[config.mk]
export PLATFORM = sky130hd
export DESIGN_NAME = si_div
export DESIGN_NICKNAME = d
export VERILOG_FILES = /design/src/design/segment_intersection_defines.svh /design/src/design/si_pkg.sv /design/src/design/si_div.sv
export SDC_FILE = /design/constraint.sdc
export NUM_CORES = 2
export LEC_CHECK = 0
export BUFFER_PORTS_ARGS = -buffer_cell sky130_fd_sc_hd__buf_4
export CORE_MARGIN = 10
export CORE_UTILIZATION = 48
export CTS_CLUSTER_DIAMETER = 150
export DETAILED_ROUTE_END_ITERATION = 16
export PLACE_DENSITY = 0.61
export RECOVER_POWER = 25
export SYNTH_ARGS = -nofsm -noshare
export SYNTH_HDL_FRONTEND = slang
export SYNTH_SLANG_ARGS = --single-unit
[constraint.sdc]
create_clock -name clk_i -period 4.7 [get_ports clk_i]
set_input_delay 0.47 -clock clk_i [delete_from_list [all_inputs] [get_ports clk_i]]
set_output_delay 0.47 -clock clk_i [all_outputs]
set_load 0.01 [all_outputs]
[src/design/segment_intersection_defines.svh]
// Assertion macros for the segment intersection block.
`ifndef SEGMENT_INTERSECTION_DEFINES_SVH
`define SEGMENT_INTERSECTION_DEFINES_SVH
`ifndef SYNTHESIS
`define SI_ASSERT_IMP(lbl, a, c) \
  lbl: assert property (@(posedge clk_i) disable iff (!rst_ni) (a) |-> (c)) \
    else $error("assertion failed");
`define SI_ASSERT_NXT(lbl, a, c) \
  lbl: assert property (@(posedge clk_i) disable iff (!rst_ni) (a) |=> (c)) \
    else $error("assertion failed");
`else
`define SI_ASSERT_IMP(lbl, a, c)
`define SI_ASSERT_NXT(lbl, a, c)
`endif
`endif

[src/design/si_pkg.sv]
// Widths and types shared by the segment intersection block.
package si_pkg;
  localparam int CoordBits = 16;
  localparam int FracBits  = 8;
  localparam int OutBits   = 24;
  localparam int DiffBits  = CoordBits + 1;
  localparam int ProdBits  = 2 * DiffBits;
  localparam int CrossBits = ProdBits + 1;
  localparam int NumBits   = CrossBits + DiffBits + 1;
  localparam int ShBits    = NumBits + FracBits;
  localparam int DivBits   = ShBits + 2;
  localparam int DenBits   = CrossBits;
  localparam int DivFirst  = 9;
  localparam int NumStages = DivFirst + OutBits + 1;

  typedef logic signed [CoordBits-1:0] coord_t;
  typedef logic signed [DiffBits-1:0]  diff_t;
  typedef logic signed [ProdBits-1:0]  prod_t;
  typedef logic signed [CrossBits-1:0] cross_t;
  typedef logic signed [NumBits-1:0]   num_t;
  typedef logic [ShBits-1:0]           mag_t;
  typedef logic [DivBits-1:0]          div_t;
  typedef logic [DenBits-1:0]          den_t;
  typedef logic [OutBits-1:0]          quo_t;
  typedef logic signed [OutBits-1:0]   fix_t;
endpackage

[src/design/si_div.sv]
// Pipelined restoring divider, one quotient bit per stage.
module si_div (
  input  logic                     clk_i,
  input  logic [si_pkg::OutBits-1:0] en_i,
  input  si_pkg::div_t             n_i,
  input  si_pkg::den_t             d_i,
  output si_pkg::quo_t             q_o
);
  import si_pkg::*;

  div_t r_q [OutBits-1];
  den_t d_q [OutBits-1];
  quo_t q_q [OutBits];

  for (genvar k = 0; k < OutBits; k++) begin : g_stage
    localparam int Bit = OutBits - 1 - k;
    div_t r_in, r_sh, r_nx;
    den_t d_in;
    quo_t q_in, q_nx;
    logic ge;

    if (k == 0) begin : g_first
      assign r_in = n_i;
      assign d_in = d_i;
      assign q_in = '0;
    end else begin : g_next
      assign r_in = r_q[k-1];
      assign d_in = d_q[k-1];
      assign q_in = q_q[k-1];
    end

    always_comb begin
      r_sh = DivBits'(d_in) << Bit;
      ge   = r_in >= r_sh;
      r_nx = ge ? r_in - r_sh : r_in;
      q_nx = q_in;
      q_nx[Bit] = ge;
    end

    always_ff @(posedge clk_i) begin
      if (en_i[k]) begin
        q_q[k] <= q_nx;
      end
    end

    if (k < OutBits - 1) begin : g_keep
      always_ff @(posedge clk_i) begin
        if (en_i[k]) begin
          r_q[k] <= r_nx;
          d_q[k] <= d_in;
        end
      end
    end
  end

  assign q_o = q_q[OutBits-1];
endmodule

==> results.yml <==
power_and_ir_drop:
  power_mw: 96.9
  ir_drop_mv: 0.410
  p_leak_nw: 61.6
  power_density_nw_per_um2: 614
clocking:
  cts-htree-levels: 5
  clock_sinks: 2554
  cts_tree: "done"
  cts_root_buf: "clkbuf_16"
  worstSkewPairLatency_ns: 0.91
  cts_buffer_depth: 4
  cts_made_buffers: 286
  clk_pin_slew_ns: 0.06
setup_path:
  timing.rr.end: "r_q[4][245]$_DFFE_PP_"
  r2r_start: "r_q[4][130]$_DFFE_PP_"
  path_common_cell: "buf_4"
  slowest_delay_ns: 0.57
  path_cells: "dlygate4sd3_1 -> buf_4 -> inv_1 -> ha_1 -> inv_1 -> fa_1 -> a211oi_1 -> o21ai_1 -> a31o_2 -> o311ai_1 -> buf_4 -> a211o_1 -> o211ai_1 -> a21oi_1 -> nor3b_1 -> nor4b_4 -> inv_2 -> buf_4 -> nand4b_1 -> xnor2_1 -> dlygate4sd3_1"
  endpoint_kind: "flop"
  critical_path_class: "primary input to flop"
  r2r_cells: 15
  required_ns: 5.33
  crit_path_start_kind: "primary input"
  arrival_ns: 5.12
  crit_fanout: 14
  r2r_slack_ns: 0.25
  cp_slowest_cell: "dlygate4sd3_1"
  endpoint: "r_q[0][61]$_DFFE_PP_"
  crit_start: "n_i[23]"
floorplan:
  rows: 199
  die_w_um: 563
  die_h_um: 563
  start_util_pct: 48.2
  core_area_um2: 294000
  dieArea_um2: 317000
  ios: 147
route:
  vias: 100000
  finalWirelength_um: 389000
  ant_nets: 0
  dr.pass1.iters: 6
  wire_per_inst_um: 22.5
  drt-vias-per-instance: 5.79
  drtIter0Drc: 8460
  drc: 0
sta:
  slew_headroom_pct: -147
  fmax_ghz: 0.223
  slew_violations: 1409
  worst_slew_pin_slew_ns: 3.71
  fin_crit_sh_pct: 95.5
  tns_ns: 0
  setup_viol: 0
  grt_setup_unrepaired: "no"
  finClkSkew_ns: 0.0359
  min_period_ns: 4.49
  finalHoldViolations: 0
global_routing:
  antenna_found_initial: 17
  grt_usage_pct: 23.7
  gr-total-overflow: 0
  grt_max_degree: 121
  grt_pass1_wl_um: 592000
  grt_pass1_vias: 97900
cells_and_area:
  nFillCells: 25400
  stdcell_count: 17300
  fin_nets: 14100
  final_cell_mix: "edfxtp_1, a21oi_1, inv_1, nand2_1, nor2_1"
  drive_gt1_share_pct: 7.02
  synthToLayoutAreaGrowth_pct: 11.4
  mostFrequentLayoutCell: "edfxtp_1"
synth:
  seq_area_frac_synth_pct: 54.1
  synthArstFlopShare_pct: 0
  ys_types: 121
  ys.flop_type: "edfxtp_1"
  ys_ff_latch: 2554
  syn_inst: 12800
  syn_area_per_cell_um2: 11.0
  yosys_warnings: 0
  syn_area_um2: 142000
  synth_edf_count: 2554
  synth_nets: 13800
hold_path:
  hp-class: "primary input to flop"
  hold_start: "en_i[10]"
placed_design:
  gp_congestion: 0.935
  post-place-cells: 16700
  dpl.hpwl_um: 302000
  port_buffers: 146
flow_run:
  cap_violations: 17
run_status:
  outcome: "finished, violations left"
  violations: "capacitance limit, slew limit"
## area by class of cell
type / count / area [um2] / share of cell area, %
clock inverters: 170 / 1800 / 1.14
diodes: 10 / 25.0 / 0.0159
multi-input cells: 8813 / 59500 / 37.7
inverters: 1084 / 4070 / 2.58
repair buffers: 415 / 3410 / 2.16
clock buffers: 345 / 7420 / 4.70
well taps: 3919 / 4900 / 3.11
flip-flops and latches: 2554 / 76700 / 48.6
## cell families (layout without fill, tap and decap cells)
kind of cell / after synthesis / in the layout / synth area share (%)
and+or+nand+nor: 3463 / 3463 / 12.2
AOI/OAI and AO/OA: 3294 / 3294 / 14.4
DFF: 2554 / 2554 / 54.1
buffers and inverters: 1469 / 2014 / 4.02
xor gates and xnor gates: 1064 / 1064 / 6.58
adders and majority gates: 863 / 863 / 7.74
muxes: 129 / 129 / 1.02
other: 0 / 10 / 0
## critical path: cells and delay by family
family / cells / cell delay (ns)
buffers and inverters: 8 / 1.84
AOI/OAI and AO/OA: 7 / 1.63
xor gates and xnor gates: 1 / 0.07
and+or+nand+nor: 3 / 0.51
adders and majority gates: 2 / 0.59
## worst min-delay path by stage
stage | slack, ns | cells past startpoint | to
2_1_floorplan | 0.40 | 0 | q_q[0][47]$_DFFE_PP_
3_3_place_gp | 0.40 | 0 | q_q[4][12]$_DFFE_PP_
3_5_place_dp | 0.40 | 0 | q_q[0][70]$_DFFE_PP_
4_1_cts | 0.06 | 1 | q_q[5][50]$_DFFE_PP_
5_1_grt | 0.23 | 1 | d_q[2][87]$_DFFE_PP_
6_report | 0.24 | 1 | d_q[2][87]$_DFFE_PP_
## power breakdown
part | switching [mW] | internal, mW | total (mW)
registers | 4.07 | 32.3 | 36.4
logic | 22.5 | 16.0 | 38.5
clock network | 9.36 | 12.7 | 22.0
## layer usage
metal	vias up	wire length (um)	GRT usage [%]
met5	-	0	0
met4	0	12000	6.71
met3	594	17700	2.65
met2	2690	191000	41.1
met1	49000	168000	31.5
li1	47900	-	-
## cells in the mapped netlist (all sizes together) (81+ instances only)
master,n,area [um2]
a211oi,81,621
a21o,516,3880
a21oi,1132,5670
a31oi,93,597
and3,93,587
clkbuf,312,1200
edfxtp,2554,76700
ha,840,10500
inv,1084,4070
mux2,124,1400
nand2,957,3600
nand2b,125,782
nand3,246,1230
nand4,202,1260
nor2,865,3250
nor2b,129,810
nor3,233,1200
nor4,201,1330
o21a,100,751
o21ai,802,4030
o21bai,131,983
xnor2,560,4900
xor2,504,4410
## metrics by stage
step	util (%)	instance area [um2]	hold slack (ns)	worst slack, ns
2_1_floorplan	-	142000	0.400	0.892
3_3_place_gp	50.3	148000	0.400	0.322
3_5_place_dp	50.3	148000	0.405	0.304
4_1_cts	53.8	158000	0.0602	0.275
5_1_grt	53.7	158000	0.231	0.00745
6_report	53.7	158000	0.245	0.210
## flip-flops by register name (all words and copies together), names as in the netlist
signal,flops
r_q,1449
d_q,805
q_q,300
## repair_timing
item / 4_1_cts / 5_1_grt
setup buffers: 0 / 0
resized for setup: 0 / 3
hold buffers: 104 / 0
endpoints found under the setup margin: 0 / 5
endpoints found under the hold margin: 213 / 0
(Power assumes the default switching activity.)
